<file path="config.mk">
export PLATFORM = sky130hd
export DESIGN_NAME = cartridge_bank_mapper
export DESIGN_NICKNAME = d
export VERILOG_FILES = /design/src/design/cbm_pkg.sv /design/src/design/cartridge_bank_mapper.sv
export SDC_FILE = /design/constraint.sdc
export NUM_CORES = 1
export LEC_CHECK = 0
export ABC_CLOCK_PERIOD_IN_PS = 3200
export BUFFER_PORTS_ARGS = -buffer_cell sky130_fd_sc_hd__buf_2
export CAP_MARGIN = 20
export CORE_MARGIN = 8
export CORE_UTILIZATION = 52
export DETAILED_ROUTE_END_ITERATION = 8
export GPL_ROUTABILITY_DRIVEN = 0
export PLACE_DENSITY = 0.82
export SYNTH_ARGS = -nofsm -noshare
export SYNTH_HDL_FRONTEND = slang
export SYNTH_SLANG_ARGS = --single-unit
export TNS_END_PERCENT = 20
</file>
<file path="constraint.sdc">
create_clock -name i_clk -period 3.2 [get_ports i_clk]
set_input_delay 0.48 -clock i_clk [delete_from_list [all_inputs] [get_ports i_clk]]
set_output_delay 0.48 -clock i_clk [all_outputs]
set_load 0.05 [all_outputs]
</file>
<file path="src/design/cbm_pkg.sv">
// shared types, codes and bank helper functions for the cartridge bank mapper
`timescale 1ns / 1ps

package cbm_pkg;

    localparam logic [1:0] OP_READ  = 2'd0;
    localparam logic [1:0] OP_WRITE = 2'd1;
    localparam logic [1:0] OP_INIT  = 2'd2;

    localparam logic [1:0] CFG_MAPPER   = 2'd0;
    localparam logic [1:0] CFG_PRG_SIZE = 2'd1;
    localparam logic [1:0] CFG_CHR_SIZE = 2'd2;

    localparam logic [7:0] MAPPER_SERIAL = 8'd1;
    localparam logic [7:0] MAPPER_UXROM  = 8'd2;
    localparam logic [7:0] MAPPER_CNROM  = 8'd3;
    localparam logic [7:0] MAPPER_AXROM  = 8'd7;

    localparam int unsigned PRG_SWITCHED = 4;
    localparam int unsigned SERIAL_REGS  = 4;

    localparam logic [4:0] SERIAL_CTRL_RESET = 5'h0C;
    localparam logic [2:0] SHIFT_LEN         = 3'd5;
    localparam logic [2:0] PRG_SIZE_MAX      = 3'd5;
    localparam logic [2:0] CHR_SIZE_MAX      = 3'd4;

    // prg bank modes of the serial control register
    localparam logic [1:0] PRG_MODE_FIX_LOW  = 2'd2;
    localparam logic [1:0] PRG_MODE_FIX_HIGH = 2'd3;

    // low six bits of the bank start for the last 16k bank
    localparam logic [5:0] PRG_LAST_START = 6'h3E;

    localparam logic [1:0] MIRROR_SINGLE_0  = 2'd0;
    localparam logic [1:0] MIRROR_SINGLE_1  = 2'd1;
    localparam logic [1:0] MIRROR_VERTICAL  = 2'd2;
    localparam logic [1:0] MIRROR_HORIZONTL = 2'd3;

    typedef struct packed {
        logic        is_prg_ram;
        logic [18:0] prg_offset;
        logic [16:0] chr_low_base;
        logic [16:0] chr_high_base;
        logic [3:0]  nametable;
    } t_result;

    function automatic logic [5:0] prg_mask(input logic [2:0] size_log2);
        logic [2:0] l;
        l = (size_log2 > PRG_SIZE_MAX) ? PRG_SIZE_MAX : size_log2;
        return 6'((7'd2 << l) - 7'd1);
    endfunction

    function automatic logic [6:0] chr_mask(input logic [2:0] size_log2);
        logic [2:0] l;
        l = (size_log2 > CHR_SIZE_MAX) ? CHR_SIZE_MAX : size_log2;
        return 7'((8'd8 << l) - 8'd1);
    endfunction

    function automatic logic [5:0] prg_page(input logic [5:0] start, input logic [1:0] k,
                                            input logic [5:0] mask);
        return (start + {4'd0, k}) & mask;
    endfunction

    // bit m gives the page of nametable slot m
    function automatic logic [3:0] mirror_sel(input logic [1:0] mode);
        logic [3:0] sel;
        unique case (mode)
            MIRROR_SINGLE_0:  sel = 4'b0000;
            MIRROR_SINGLE_1:  sel = 4'b1111;
            MIRROR_VERTICAL:  sel = 4'b1010;
            MIRROR_HORIZONTL: sel = 4'b1100;
        endcase
        return sel;
    endfunction

endpackage

</file>
<file path="src/design/cartridge_bank_mapper.sv">
// top level of the cartridge bank mapper: bank state, translation and output buffer
`timescale 1ns / 1ps

// cartridge bank mapper for mapper numbers 1, 2, 3 and 7; others keep the fixed mapping
// input channel: one beat per cpu access (read, write or init of the default mapping),
//   handshake i_in_valid / o_in_ready
// output channel: one beat per input beat, handshake o_out_valid / i_out_ready, carrying
//   the translated prg offset (or work ram offset), both chr bases and nametable pages
//   as they stand after the access has updated the bank state
// result: registered into the output register, or into the skid register while a result waits
// throughput: one beat per cycle while o_in_ready is high; the bank state is updated
//   in the same cycle as the translation, so the next beat sees it straight away
// stall: a two-entry output buffer (output register plus skid register) lets one more
//   beat in while a result waits; o_in_ready drops only when both entries are full
// configuration: i_cfg_wr_en writes i_cfg_wdata to register i_cfg_index (0 mapper
//   number, 1 prg size, 2 chr size); user writes only while the block is idle, unchecked
// reset: synchronous, active low; clears both buffer entries and restores the default
//   mapping, mirroring 0,1,0,1 and the serial registers

module cartridge_bank_mapper (
    input  logic        i_clk,
    input  logic        i_rst_n,
    input  logic        i_cfg_wr_en,
    input  logic [1:0]  i_cfg_index,
    input  logic [7:0]  i_cfg_wdata,
    input  logic        i_in_valid,
    output logic        o_in_ready,
    input  logic [1:0]  i_op,
    input  logic [15:0] i_cpu_address,
    input  logic [7:0]  i_write_data,
    input  logic [7:0]  i_rom_byte,
    output logic        o_out_valid,
    input  logic        i_out_ready,
    output logic        o_is_prg_ram,
    output logic [18:0] o_prg_offset,
    output logic [16:0] o_chr_low_base,
    output logic [16:0] o_chr_high_base,
    output logic        o_nametable_0,
    output logic        o_nametable_1,
    output logic        o_nametable_2,
    output logic        o_nametable_3
);

    logic [7:0] r_mapper;
    logic [2:0] r_prg_size;
    logic [2:0] r_chr_size;

    // prg windows 0x8000-0xFFFF; the lower windows always hold banks 0,1,0,1
    logic [5:0] r_prg_page [cbm_pkg::PRG_SWITCHED];
    logic [5:0] n_prg_page [cbm_pkg::PRG_SWITCHED];
    logic [6:0] r_chr_low, n_chr_low;
    logic [6:0] r_chr_high, n_chr_high;
    logic [3:0] r_nametable, n_nametable;
    logic [4:0] r_serial [cbm_pkg::SERIAL_REGS];
    logic [4:0] n_serial [cbm_pkg::SERIAL_REGS];
    logic [2:0] r_shift_count, n_shift_count;
    logic [4:0] r_shift_data, n_shift_data;

    logic [5:0] pmask;
    logic [6:0] cmask;
    logic       in_fire;
    logic       out_fire;
    logic       apply;
    logic [4:0] shift_acc;
    logic [2:0] count_inc;
    logic [5:0] start16;
    logic [5:0] start32;
    logic [6:0] chr_start;
    logic [1:0] chr_bank;
    logic [5:0] win_page;
    cbm_pkg::t_result n_result;

    logic             r_out_valid;
    logic             r_skid_valid;
    cbm_pkg::t_result r_out;
    cbm_pkg::t_result r_skid;

    assign pmask    = cbm_pkg::prg_mask(r_prg_size);
    assign cmask    = cbm_pkg::chr_mask(r_chr_size);
    assign o_in_ready = !r_skid_valid;
    assign in_fire  = i_in_valid && o_in_ready;
    assign out_fire = r_out_valid && i_out_ready;

    // config registers
    always_ff @(posedge i_clk) begin
        if (!i_rst_n) begin
            r_mapper   <= '0;
            r_prg_size <= '0;
            r_chr_size <= '0;
        end else if (i_cfg_wr_en) begin
            unique case (i_cfg_index)
                cbm_pkg::CFG_MAPPER:   r_mapper   <= i_cfg_wdata;
                cbm_pkg::CFG_PRG_SIZE: r_prg_size <= i_cfg_wdata[2:0];
                cbm_pkg::CFG_CHR_SIZE: r_chr_size <= i_cfg_wdata[2:0];
                default: ;
            endcase
        end
    end

    // bank state update for the beat being taken
    always_comb begin
        n_prg_page    = r_prg_page;
        n_chr_low     = r_chr_low;
        n_chr_high    = r_chr_high;
        n_nametable   = r_nametable;
        n_serial      = r_serial;
        n_shift_count = r_shift_count;
        n_shift_data  = r_shift_data;
        apply         = 1'b0;
        shift_acc     = r_shift_data | (5'(i_write_data[0]) << r_shift_count);
        count_inc     = r_shift_count + 3'd1;
        start16       = {i_write_data[4:0], 1'b0};
        start32       = {1'b0, i_write_data[2:0], 2'b00};
        chr_bank      = i_write_data[1:0] & i_rom_byte[1:0];
        chr_start     = {2'b00, chr_bank, 3'b000};

        if (in_fire) begin
            if (i_op == cbm_pkg::OP_WRITE && i_cpu_address[15]) begin
                unique case (r_mapper)
                    cbm_pkg::MAPPER_SERIAL: begin
                        if (i_write_data[7]) begin
                            n_serial[0]   = r_serial[0] | cbm_pkg::SERIAL_CTRL_RESET;
                            n_shift_count = '0;
                            n_shift_data  = '0;
                            apply         = 1'b1;
                        end else if (count_inc == cbm_pkg::SHIFT_LEN) begin
                            n_serial[i_cpu_address[14:13]] = shift_acc;
                            n_shift_count = '0;
                            n_shift_data  = '0;
                            apply         = 1'b1;
                        end else begin
                            n_shift_count = count_inc;
                            n_shift_data  = shift_acc;
                        end
                    end
                    cbm_pkg::MAPPER_UXROM: begin
                        n_prg_page[0] = cbm_pkg::prg_page(start16, 2'd0, pmask);
                        n_prg_page[1] = cbm_pkg::prg_page(start16, 2'd1, pmask);
                    end
                    cbm_pkg::MAPPER_CNROM: begin
                        n_chr_low  = chr_start & cmask;
                        n_chr_high = (chr_start + 7'd4) & cmask;
                    end
                    cbm_pkg::MAPPER_AXROM: begin
                        for (int k = 0; k < cbm_pkg::PRG_SWITCHED; k++) begin
                            n_prg_page[k] = cbm_pkg::prg_page(start32, 2'(k), pmask);
                        end
                        n_nametable = {4{i_write_data[4]}};
                    end
                    default: ;
                endcase
            end else if (i_op == cbm_pkg::OP_INIT) begin
                n_chr_low     = '0;
                n_chr_high    = 7'd4 & cmask;
                n_prg_page[0] = cbm_pkg::prg_page(6'd0, 2'd0, pmask);
                n_prg_page[1] = cbm_pkg::prg_page(6'd0, 2'd1, pmask);
                n_prg_page[2] = cbm_pkg::prg_page(cbm_pkg::PRG_LAST_START, 2'd0, pmask);
                n_prg_page[3] = cbm_pkg::prg_page(cbm_pkg::PRG_LAST_START, 2'd1, pmask);
            end

            if (apply) begin
                n_nametable = cbm_pkg::mirror_sel(n_serial[0][1:0]);
                if (n_serial[0][4]) begin
                    n_chr_low  = {n_serial[1], 2'b00} & cmask;
                    n_chr_high = {n_serial[2], 2'b00} & cmask;
                end else begin
                    n_chr_low  = {n_serial[1][4:1], 3'b000} & cmask;
                    n_chr_high = {n_serial[1][4:1], 3'b100} & cmask;
                end
                unique case (n_serial[0][3:2])
                    cbm_pkg::PRG_MODE_FIX_LOW: begin
                        n_prg_page[0] = cbm_pkg::prg_page(6'd0, 2'd0, pmask);
                        n_prg_page[1] = cbm_pkg::prg_page(6'd0, 2'd1, pmask);
                        n_prg_page[2] = cbm_pkg::prg_page({1'b0, n_serial[3][3:0], 1'b0},
                                                          2'd0, pmask);
                        n_prg_page[3] = cbm_pkg::prg_page({1'b0, n_serial[3][3:0], 1'b0},
                                                          2'd1, pmask);
                    end
                    cbm_pkg::PRG_MODE_FIX_HIGH: begin
                        n_prg_page[0] = cbm_pkg::prg_page({1'b0, n_serial[3][3:0], 1'b0},
                                                          2'd0, pmask);
                        n_prg_page[1] = cbm_pkg::prg_page({1'b0, n_serial[3][3:0], 1'b0},
                                                          2'd1, pmask);
                        n_prg_page[2] = cbm_pkg::prg_page(cbm_pkg::PRG_LAST_START, 2'd0, pmask);
                        n_prg_page[3] = cbm_pkg::prg_page(cbm_pkg::PRG_LAST_START, 2'd1, pmask);
                    end
                    default: begin
                        for (int k = 0; k < cbm_pkg::PRG_SWITCHED; k++) begin
                            n_prg_page[k] = cbm_pkg::prg_page({1'b0, n_serial[3][3:1], 2'b00},
                                                              2'(k), pmask);
                        end
                    end
                endcase
            end
        end
    end

    // translation against the updated state
    always_comb begin
        if (i_cpu_address[15]) begin
            win_page = n_prg_page[i_cpu_address[14:13]];
        end else begin
            win_page = {5'd0, i_cpu_address[13]};
        end
        n_result.is_prg_ram = (i_cpu_address[15:13] == 3'd3);
        if (n_result.is_prg_ram) begin
            n_result.prg_offset = {6'd0, i_cpu_address[12:0]};
        end else begin
            n_result.prg_offset = {win_page, i_cpu_address[12:0]};
        end
        n_result.chr_low_base  = {n_chr_low, 10'd0};
        n_result.chr_high_base = {n_chr_high, 10'd0};
        n_result.nametable     = n_nametable;
    end

    always_ff @(posedge i_clk) begin
        if (!i_rst_n) begin
            r_prg_page    <= '{6'd0, 6'd1, 6'd0, 6'd1};
            r_chr_low     <= 7'd0;
            r_chr_high    <= 7'd4;
            r_nametable   <= 4'b1010;
            r_serial      <= '{cbm_pkg::SERIAL_CTRL_RESET, 5'd0, 5'd0, 5'd0};
            r_shift_count <= '0;
            r_shift_data  <= '0;
        end else begin
            r_prg_page    <= n_prg_page;
            r_chr_low     <= n_chr_low;
            r_chr_high    <= n_chr_high;
            r_nametable   <= n_nametable;
            r_serial      <= n_serial;
            r_shift_count <= n_shift_count;
            r_shift_data  <= n_shift_data;
        end
    end

    // output register with skid entry
    always_ff @(posedge i_clk) begin
        if (!i_rst_n) begin
            r_out_valid  <= 1'b0;
            r_skid_valid <= 1'b0;
        end else if (out_fire || !r_out_valid) begin
            if (r_skid_valid) begin
                r_out_valid  <= 1'b1;
                r_skid_valid <= 1'b0;
            end else begin
                r_out_valid  <= in_fire;
            end
        end else if (in_fire) begin
            r_skid_valid <= 1'b1;
        end
    end

    always_ff @(posedge i_clk) begin
        if (out_fire || !r_out_valid) begin
            if (r_skid_valid) begin
                r_out <= r_skid;
            end else if (in_fire) begin
                r_out <= n_result;
            end
        end else if (in_fire) begin
            r_skid <= n_result;
        end
    end

    assign o_out_valid     = r_out_valid;
    assign o_is_prg_ram    = r_out.is_prg_ram;
    assign o_prg_offset    = r_out.prg_offset;
    assign o_chr_low_base  = r_out.chr_low_base;
    assign o_chr_high_base = r_out.chr_high_base;
    assign o_nametable_0   = r_out.nametable[0];
    assign o_nametable_1   = r_out.nametable[1];
    assign o_nametable_2   = r_out.nametable[2];
    assign o_nametable_3   = r_out.nametable[3];

endmodule

</file>
==> metrics, run 1 <==
final number of setup-violating endpoints=0; number of vias per cell=between 5 and 6; per-cell routed wire length=18.2 um; synthesized area per cell=between 9 and 10 um2; cell at the root of the clock tree=sky130_fd_sc_hd__clkbuf_16; number of buffers added on ports=80; maximum number of pins on one net before global-route repair=45; cell count after synthesis=roughly 780; Total Routing Usage GR=between 20% and 30%; drt first-iter violations=between 500 and 600; Post-synth EDFFs=76; global-route wire length before repair=31700 um; Skew-Pair Late Insertion Delay=0.44 ns; final net count=931; max-slew violation count=0; total negative slack=0 ns; number of remaining DRC errors=0; number of hold buffers added after CTS=0; fraction of the cycle the final worst path needs=a little over 90%; most common cell in the netlist=sky130_fd_sc_hd__nor2_1; clk sink count=161; total wire length=19600 um; post-synthesis sequential area ratio=about half; clock tree from TritonCTS=done; dominant cell type by area after synthesis=sky130_fd_sc_hd__edfxtp_1; maximum fanout along the worst path=10; primary flip-flop cell chosen by synthesis mapping=sky130_fd_sc_hd__dfxtp_1; actual transition at the worst max-transition pin=roughly 0.91 ns; width of the die=138 um; Worst R2R Path Depth=9; Chip Height=138 um; areal power density over the cells=516 nW/um2; Hold Path Class=input pin to flip-flop; share of cells above drive strength 1=22.8%; status=finished clean; core footprint=approximately 15000 um2; post-CTS setup buffer count=0; IR Drop Worst-Case VDD=0.000336 V; Initial Util=53.5%; detailed-routing iteration count for the pre-antenna-repair pass=5; count of final hold-check violations=0; remaining antenna violation count after routing=0; number of violations of the max-capacitance limit=0; number of antenna violations at the first check in global routing=0; Via Count=around 6400; first element of the critical path=r_shift_count[0]$_SDFFE_PN0P_; Fmax achieved=341 MHz; Die ar.=19200 um2; capture point of the critical path=o_prg_offset[16]$_DFFE_PP_; placed instance count=1042; cell types occupying the most area after synthesis=sky130_fd_sc_hd__edfxtp_1 (29%), sky130_fd_sc_hd__dfxtp_1 (22%), sky130_fd_sc_hd__nor2_1 (4.7%); Ant. Diodes=0; number of warnings printed during yosys synthesis=0; setup clock skew after layout=0.0104 ns; R2R setup slack=0.27 ns; worst endpoint required time=approximately 3.4 ns; worst hold path stage count=1; critical path arrival=3.09 ns; Max Root-Sink Buffers=2; placement row count=44; leakage component of the power=0.00342 uW; sort of element at the start of the critical path=flip-flop; share of Yosys cell area claimed by the top area cell type=slightly below 30%; area growth from synthesis to final layout=15.7%; relative slew slack=between 30% and 40%; Yosys reg bits=161; Post-DP HPWL=between 10000 and 15000 um; CTS H-Tree Depth=4; category of the critical setup timing path=flip-flop to flip-flop; Num CTS Buffers=17; Post-Synthesis Cell Area=slightly below 8000 um2; Crit. End Element=flip-flop; Congestion Overflow GR=0; unrepaired setup endpoints after global routing=no; post-synthesis async set-or-reset flop share=0%; clock edge transition at the registers on the reported setup and hold paths=0.07 ns; number of global-route vias before repair=6066; crit path time final=2.93 ns; top cells by count, synth=sky130_fd_sc_hd__nor2_1 (97), sky130_fd_sc_hd__dfxtp_1 (85), sky130_fd_sc_hd__edfxtp_1 (76), sky130_fd_sc_hd__nand2_1 (64), sky130_fd_sc_hd__a21oi_1 (59); boundary pin count=roughly 110; non-filler instance count after layout=1074; endpoint of the lowest-slack register-to-register path=o_prg_offset[16]$_DFFE_PP_; reg2reg start=r_shift_count[0]$_SDFFE_PN0P_; number of unique standard cell types used by synthesis=79
power by group:
group	leakage [uW]	internal, uW	total [uW]	switching, uW
clock network	0.000279	1060	1940	879
logic	0.00175	122	479	357
registers	0.00139	2210	2240	23.3
total	0.00342	3400	4660	1260
placed cells by master, fill, tap and decap left out, types with 7 or more instances in the layout:
cell type	count
sky130_fd_sc_hd__a211oi_1	12
sky130_fd_sc_hd__mux2i_1	31
sky130_fd_sc_hd__buf_4	30
sky130_fd_sc_hd__clkbuf_16	18
sky130_fd_sc_hd__buf_2	80
sky130_fd_sc_hd__mux2_2	27
sky130_fd_sc_hd__nand2_1	64
sky130_fd_sc_hd__and2_1	13
sky130_fd_sc_hd__o21a_1	7
sky130_fd_sc_hd__nor2_1	96
sky130_fd_sc_hd__edfxtp_1	76
sky130_fd_sc_hd__or3_1	8
sky130_fd_sc_hd__a21oi_1	59
sky130_fd_sc_hd__a31oi_1	11
sky130_fd_sc_hd__o21ai_1	10
sky130_fd_sc_hd__o21ai_0	41
sky130_fd_sc_hd__nand3_1	15
sky130_fd_sc_hd__nor3_1	14
sky130_fd_sc_hd__dfxtp_1	83
sky130_fd_sc_hd__conb_1	20
sky130_fd_sc_hd__a21o_1	9
sky130_fd_sc_hd__and3_1	10
sky130_fd_sc_hd__inv_1	19
sky130_fd_sc_hd__nand2b_1	8
worst min path at each step:
stage,to,startpoint
final,r_skid[38]$_DFFE_PP_,i_cpu_address[0]
after global placement,r_prg_page[0]$_SDFF_PN1_,r_prg_page[0]$_SDFF_PN1_
after global routing,r_skid[38]$_DFFE_PP_,i_cpu_address[0]
after floorplan,r_prg_page[0]$_SDFF_PN1_,r_prg_page[0]$_SDFF_PN1_
after detailed placement,r_prg_page[0]$_SDFF_PN1_,r_prg_page[0]$_SDFF_PN1_
after CTS,r_skid[42]$_DFFE_PP_,i_cpu_address[4]
final cells by class:
type,instances,area [um2]
well taps,184,230
clock buffers,19,454
clock inverters,13,111
inverters,20,75.1
flip-flops and latches,161,3990
fillers,1152,5560
multi-input cells,567,3540
repair buffers,110,626
critical path, stage by stage (launching register included):
cell and delay, ns:
sky130_fd_sc_hd__dfxtp_2 0.38, sky130_fd_sc_hd__inv_1 0.16, sky130_fd_sc_hd__ha_2 0.32, sky130_fd_sc_hd__nor4b_2 0.29, sky130_fd_sc_hd__nand2_1 0.26, sky130_fd_sc_hd__nor3_1 0.49, sky130_fd_sc_hd__a211o_1 0.25, sky130_fd_sc_hd__o31ai_1 0.14
sky130_fd_sc_hd__nor3_1 0.25, sky130_fd_sc_hd__o41ai_1 0.12
per-stage QoR:
| step | setup WS [ns] | instance area (um2) | power, uW | util (%) | hold WS [ns] |
|---|---|---|---|---|---|
| floorplan | 0.450 | 7870 | 2640 | - | 0.410 |
| global placement | 0.278 | 8440 | 2750 | 57.9 | 0.424 |
| detailed placement | 0.202 | 8440 | 2760 | 57.9 | 0.427 |
| CTS | 0.156 | 9010 | 4680 | 61.8 | 0.225 |
| global route | 0.0414 | 9030 | 4810 | 61.9 | 0.228 |
| finish | 0.271 | 9030 | 4660 | 61.9 | 0.236 |
per-layer routing:
metal  wire length (um)  part of all wire (%)  up-vias  global-route usage [%]
met2               8710                    45      318                    31.7
met1               8260                    42     2986                    25.7
met4                699                   3.6        0                    9.15
met3               1900                   9.7       61                    5.72
met5                  0                     0        -                       0
li1                   -                     -     3009                       -
flip-flops by register name, summed over array words and instances (netlist names), 8 cells and up:
signal	cells
r_prg_page	24
r_mapper	8
r_skid	38
r_serial	19
o_prg_offset	19
cells by family (layout without fill, tap and decap cells):
| kind of cell | after synthesis | in the layout | synth area share (%) |
|---|---|---|---|
| AOI/OAI and AO/OA | 203 | 203 | 16.8 |
| muxes | 58 | 58 | 7.88 |
| other | 1 | 20 | 0.0481 |
| buffers and inverters | 74 | 162 | 4.70 |
| adders and majority gates | 5 | 5 | 0.802 |
| xor gates and xnor gates | 4 | 4 | 0.546 |
| and+or+nand+nor | 277 | 277 | 18.2 |
| DFF | 161 | 161 | 51.1 |
what timing repair did:
| item | in CTS | in global routing |
|---|---|---|
| setup endpoints to repair | 0 | 18 |
| gates resized for setup | 0 | 4 |
| hold endpoints to repair | 0 | 0 |
Note: power is estimated with default switching activity, not from simulation.
==> inputs of run 2 (changes only) <==
- ABC_CLOCK_PERIOD_IN_PS: 3200 -> not set
- BUFFER_PORTS_ARGS: -buffer_cell sky130_fd_sc_hd__buf_2 -> not set
- CORE_UTILIZATION: 52 -> 57
- DONT_BUFFER_PORTS: not set -> 1
- PLACE_DENSITY: 0.82 -> 0.81
==> metrics, run 2 (synthesis gave the netlist of run 1 again) <==
critical path depth in cells=8 (-1); combinational group share of total power=6.4% (-3.9 points); hold wc startpoint=i_rst_n; Clk pwr share=42.1% (+0.4 points); net switching power of the design=1190 uW (-5.5%); maximum fanout along the worst path=7 (-3); critical path cell sequence=ha_1, xor2_2, nand3_1, nor4_4, mux2i_1, mux2i_1, a22o_1, mux2_2; count of final hold-check violations=0 (unchanged); Worst R2R Path Depth=8 (-1); flip-flop count of the largest register after layout=38 (unchanged); boundary pin count=109 (unchanged); Post-DP HPWL=14200 um (+0.25%); Max Root-Sink Buffers=2 (unchanged); Via Count=6269 (-1.6%); first element of the critical path=r_shift_count[1]$_SDFFE_PN0P_; relative slew slack=37.8% (-1.8 points); total wire length=20300 um (+3.9%); CTS H-Tree Depth=4 (unchanged); clk sink count=161 (unchanged); Total Routing Usage GR=22.7% (+2.4 points); setup slack at placement=0.112 ns (-0.0893 ns); total negative slack=0 ns (unchanged); cell at the root of the clock tree=sky130_fd_sc_hd__clkbuf_16; Chip Height=133 um (-4.0%); sort of element at the start of the critical path=flip-flop; remaining antenna violation count after routing=0 (unchanged); relative contribution of sequential cells to total power=51.5% (+3.5 points); reg2reg start=r_shift_count[1]$_SDFFE_PN0P_; number of buffers added on ports=0 (-100%); placement row count=42 (-4.5%); highest cell delay on the worst timing path=0.54 ns (+0.05 ns); Hold Path Class=input pin to flip-flop; fraction of power spent switching nets=26.1% (-0.98 points); unrepaired setup endpoints after global routing=no; cell with the most instances on the worst path=sky130_fd_sc_hd__mux2i_1; actual transition at the worst max-transition pin=0.931 ns (+0.0257 ns); Ant. Diodes=0 (unchanged); category of the critical setup timing path=flip-flop to flip-flop; fraction of the cycle the final worst path needs=95.2% (+3.7 points); count of fill cells added during filler insertion=1023 (-11%); worst endpoint required time=3.38 ns (+0.02 ns); global-route wire length before repair=32000 um (+0.89%); Initial Util=58.7% (+5.2 points); area of all placed cells without fillers=8550 um2 (-5.3%); areal power density over the cells=535 nW/um2 (+3.6%); core footprint=13300 um2 (-8.9%); multi-input combinational cell area=3560 um2 (+0.53%); Fmax achieved=328 MHz (-3.9%); status=finished clean; capture point of the critical path=o_chr_high_base[15]$_DFFE_PP_; clock tree from TritonCTS=done; final core utilization=64.3% (+2.4 points); leakage component of the power=0.00304 uW (-11%); buffers plus inverters on the worst setup path=0 (-1); drt first-iter violations=822 (+48%); post-route setup slack=0.152 ns (-0.119 ns); registers with the most flip-flops=r_skid: 38 flops, r_prg_page: 24 flops; Crit. End Element=flip-flop; max-slew violation count=0 (unchanged); critical path arrival=3.23 ns (+0.14 ns); area taken by flip-flops and latches=3990 um2 (unchanged); maximum number of pins on one net before global-route repair=45 (unchanged); cell internal pwr=3380 uW (-0.59%); most frequent cells in the layout=sky130_fd_sc_hd__nor2_1 (95), sky130_fd_sc_hd__dfxtp_1 (83), sky130_fd_sc_hd__edfxtp_1 (76), sky130_fd_sc_hd__nand2_1 (63), sky130_fd_sc_hd__a21oi_1 (59); per-cell routed wire length=20.9 um (+15%); detailed-routing iteration count for the pre-antenna-repair pass=7 (+2); cell area reported after detailed placement=7940 um2 (-6.0%); number of remaining DRC errors=0 (unchanged); slowest cell on the critical path=sky130_fd_sc_hd__nor4_4; most frequent standard cell in the layout excluding fill and tap cells=sky130_fd_sc_hd__nor2_1; share of cells above drive strength 1=13.7% (-9.1 points); number of violations of the max-capacitance limit=0 (unchanged); area growth from synthesis to final layout=9.61%; number of hold buffers added after CTS=0 (unchanged); endpoint of the lowest-slack register-to-register path=o_chr_high_base[15]$_DFFE_PP_; crit path time final=3.05 ns (+0.119 ns); Num CTS Buffers=17 (unchanged); crit-path leading delay family=simple AND/OR/NAND/NOR gates; R2R setup slack=0.15 ns (-0.12 ns); IR Drop Worst-Case VDD=0.000365 V (+8.8%); clock edge transition at the registers on the reported setup and hold paths=0.07 ns (about the same); Largest Register=r_skid; Congestion Overflow GR=0 (unchanged); Skew-Pair Late Insertion Delay=0.43 ns (about the same); final net count=839 (-9.9%); final number of setup-violating endpoints=0 (unchanged); number of antenna violations at the first check in global routing=0 (unchanged); width of the die=133 um (-4.0%); number of vias per cell=6.44 (+8.5%); setup clock skew after layout=0.00804 ns (-0.00236 ns); Die ar.=17700 um2 (-7.8%); number of global-route vias before repair=6161 (+1.6%)
## run 2: metal layers
metal | track usage, % | wire length, um
met5 | 0 | 0
met4 | 10.8 | 827
met3 | 9.12 | 2460
met2 | 36.2 | 9180
met1 | 26.0 | 7870
## run 2: how the worst min path moves through the flow
stage | depth (start not counted) | to | slack [ns]
6_report | 1 | r_nametable[3]$_SDFF_PN1_ | 0.12
3_5_place_dp | 1 | r_prg_page[0]$_SDFF_PN1_ | 0.44
4_1_cts | 1 | r_nametable[3]$_SDFF_PN1_ | 0.10
2_1_floorplan | 1 | r_prg_page[0]$_SDFF_PN1_ | 0.41
5_1_grt | 1 | r_nametable[3]$_SDFF_PN1_ | 0.11
3_3_place_gp | 1 | r_prg_page[0]$_SDFF_PN1_ | 0.42
## run 2: cell type report
type	count	area share (%)
inverters	20	0.878
clock inverters	14	1.49
multi-input cells	567	41.7
well taps	176	2.58
flip-flops and latches	161	46.6
repair buffers	18	1.73
clock buffers	18	5.02
## run 2: worst register-to-register path, cell delays in order, from the launching register on
cell,delay [ns]
sky130_fd_sc_hd__dfxtp_1,0.46
sky130_fd_sc_hd__ha_1,0.31
sky130_fd_sc_hd__xor2_2,0.33
sky130_fd_sc_hd__nand3_1,0.31
sky130_fd_sc_hd__nor4_4,0.54
sky130_fd_sc_hd__mux2i_1,0.25
sky130_fd_sc_hd__mux2i_1,0.10
sky130_fd_sc_hd__a22o_1,0.24
sky130_fd_sc_hd__mux2_2,0.27
## run 2: power by group through the flow
| stage | logic (uW) | registers [uW] | clock network [uW] |
|---|---|---|---|
| 4_1_cts | 282 | 2360 | 1950 |
| 3_3_place_gp | 270 | 2400 | 0 |
| 2_1_floorplan | 253 | 2390 | 0 |
| 5_1_grt | 311 | 2360 | 2030 |
| 3_5_place_dp | 279 | 2400 | 0 |
| 6_report | 292 | 2360 | 1920 |
## run 2: timing repair
item,4_1_cts,5_1_grt
endpoints found under the hold margin,0,0
buffers inserted,0,0
gates resized for setup,0,8
endpoints found under the setup margin,0,16
## run 2: stage by stage
stage / std cells / power [uW] / hold WS (ns)
global route: 974 / 4700 / 0.111
global placement: 941 / 2670 / 0.425
CTS: 973 / 4590 / 0.103
floorplan: 802 / 2640 / 0.410
detailed placement: 941 / 2680 / 0.438
finish: 974 / 4570 / 0.122
==> inputs of run 3 (changes only) <==
- CELL_PAD_IN_SITES_DETAIL_PLACEMENT: not set -> 0
- CELL_PAD_IN_SITES_GLOBAL_PLACEMENT: not set -> 1
- CORE_UTILIZATION: 57 -> 45
- PLACE_DENSITY: 0.81 -> 0.82
==> metrics, run 3 (synthesis gave the netlist of run 1 again) <==
most frequent standard cell in the layout excluding fill and tap cells=sky130_fd_sc_hd__nor2_1; fraction of the cycle the final worst path needs=90.4% (-4.8 points); final number of setup-violating endpoints=0 (unchanged); clk sink count=161 (unchanged); net switching power of the design=1230 uW (+3.3%); remaining antenna violation count after routing=0 (unchanged); Via Count=5941 (-5.2%); Skew-Pair Late Insertion Delay=0.43 ns (about the same); number of buffers added on ports=0 (unchanged); number of remaining DRC errors=0 (unchanged); post-CTS setup buffer count=0 (unchanged); status=finished clean; Chip Height=148 um (+11%); total wire length=20300 um (about the same); final net count=844 (+0.60%); maximum fanout along the worst path=7 (unchanged); Num CTS Buffers=17 (unchanged); Initial Util=45.6% (-13 points); Hold Path Class=input pin to flip-flop; detailed-routing iteration count for the pre-antenna-repair pass=5 (-2); Die ar.=21800 um2 (+23%); Fmax achieved=346 MHz (+5.3%); count of fill cells added during filler insertion=1562 (+53%); R2R setup slack=0.31 ns (+0.15 ns); global-route wire length before repair=32000 um (about the same); multi-input combinational cell area=3540 um2 (-0.53%); Clk pwr share=42.9% (+0.8 points); cell internal pwr=3400 uW (+0.66%); areal power density over the cells=535 nW/um2 (+0.13%); crit path time final=2.89 ns (-0.154 ns); relative contribution of sequential cells to total power=50.8% (-0.7 points); Crit. End Element=flip-flop; cell at the root of the clock tree=sky130_fd_sc_hd__clkbuf_16; cell area reported after detailed placement=8040 um2 (+1.3%); combinational group share of total power=6.3% (about the same); setup clock skew after layout=0.00772 ns (-0.000320 ns); number of global-route vias before repair=5749 (-6.7%); actual transition at the worst max-transition pin=0.933 ns (+0.00183 ns); Congestion Overflow GR=0 (unchanged); clock tree from TritonCTS=done; placement row count=48 (+14%); fraction of power spent switching nets=26.6% (+0.51 points); sort of element at the start of the critical path=flip-flop; most frequent cells in the layout=sky130_fd_sc_hd__nor2_1 (96), sky130_fd_sc_hd__dfxtp_1 (83), sky130_fd_sc_hd__edfxtp_1 (76), sky130_fd_sc_hd__nand2_1 (64), sky130_fd_sc_hd__a21oi_1 (59); registers with the most flip-flops=r_skid: 38 flops, r_prg_page: 24 flops; number of antenna violations at the first check in global routing=0 (unchanged); Largest Register=r_skid; width of the die=148 um (+11%); share of cells above drive strength 1=14.4% (+0.79 points); worst endpoint required time=3.36 ns (-0.02 ns); number of vias per cell=5.78 (-10%); drt first-iter violations=545 (-34%); count of final hold-check violations=0 (unchanged); total negative slack=0 ns (unchanged); boundary pin count=109 (unchanged); maximum number of pins on one net before global-route repair=45 (unchanged); Ant. Diodes=0 (unchanged); critical path cell sequence=ha_1, xor2_2, nand3_1, nor4_4, mux2_2, o21ai_0, o21ai_0; category of the critical setup timing path=flip-flop to flip-flop; final core utilization=50.6% (-14 points); Max Root-Sink Buffers=2 (unchanged); slowest cell on the critical path=sky130_fd_sc_hd__nor4_4; Total Routing Usage GR=18.6% (-4.1 points); core footprint=17100 um2 (+29%); IR Drop Worst-Case VDD=0.000426 V (+17%); relative slew slack=37.8% (about the same); cell with the most instances on the worst path=sky130_fd_sc_hd__o21ai_0; unrepaired setup endpoints after global routing=no; leakage component of the power=0.00307 uW (+1.1%); flip-flop count of the largest register after layout=38 (unchanged); CTS H-Tree Depth=4 (unchanged); Post-DP HPWL=15000 um (+5.9%); max-slew violation count=0 (unchanged); highest cell delay on the worst timing path=0.50 ns (-0.04 ns); number of violations of the max-capacitance limit=0 (unchanged); clock edge transition at the registers on the reported setup and hold paths=0.07 ns (about the same); area of all placed cells without fillers=8650 um2 (+1.2%); area taken by flip-flops and latches=3990 um2 (unchanged); critical path arrival=3.06 ns (-0.17 ns); area growth from synthesis to final layout=11.0%; per-cell routed wire length=19.8 um (-5.3%)
run 3: cell types whose count changed in the layout (fill, tap and decap cells not counted), sizes merged:
cell | before | now
clkinvlp | 3 | 2
buf | 18 | 23
inv | 24 | 27
clkinv | 6 | 4
run 3: critical path, delay by kind of cell (launching register included):
family | cells | cell delay [ns]
xor gates and xnor gates | 1 | 0.30
adders and majority gates | 1 | 0.29
DFF | 1 | 0.43
and+or+nand+nor | 2 | 0.77
muxes | 1 | 0.41
AOI/OAI and AO/OA | 2 | 0.43
run 3: worst paths after layout:
kind,startpoint,end,cells after the start
hold reg to reg,r_prg_page[12]$_SDFF_PN1_,r_prg_page[12]$_SDFF_PN1_,1
setup reg to reg,r_shift_count[1]$_SDFFE_PN0P_,o_chr_high_base[12]$_DFFE_PP_,7
hold / removal,i_rst_n,r_nametable[3]$_SDFF_PN1_,1
setup / recovery,r_shift_count[1]$_SDFFE_PN0P_,o_chr_high_base[12]$_DFFE_PP_,7
run 3: what timing repair did:
action | in CTS | in global routing
endpoints found under the setup margin | 0 | 16
hold buffers | 0 | 0
resized for setup | 0 | 4
run 3: stage by stage:
stage	setup slack, ns	total power (uW)	hold slack, ns	std cells
2_1_floorplan	0.450	2640	0.410	802
3_3_place_gp	0.246	2680	0.425	995
3_5_place_dp	0.138	2690	0.426	995
4_1_cts	0.131	4670	0.101	1027
5_1_grt	0.0500	4790	0.104	1028
6_report	0.306	4630	0.128	1028
run 3: routing by layer:
layer | global-route usage [%] | part of all wire [%] | vias up
li1 | - | - | 2849
met1 | 23.9 | 44 | 2794
met2 | 28.7 | 44 | 252
met3 | 5.66 | 8.9 | 46
met4 | 7.39 | 2.7 | 0
met5 | 0 | 0 | -
run 3: final cells by class:
cell class,count,area share (%)
Multi-Input combinational cell,567,40.9
Clock buffer,18,4.96
Sequential cell,161,46.1
Clock inverter,14,1.68
Inverter,20,0.868
Tap cell,225,3.25
Timing Repair Buffer,23,2.23
run 3: power by group through the flow:
stage               clock network [uW]  registers [uW]  logic [uW]
floorplan                            0            2390         253
global placement                     0            2400         278
detailed placement                   0            2400         285
CTS                               2030            2360         286
global route                      2120            2360         316
finish                            1990            2350         293
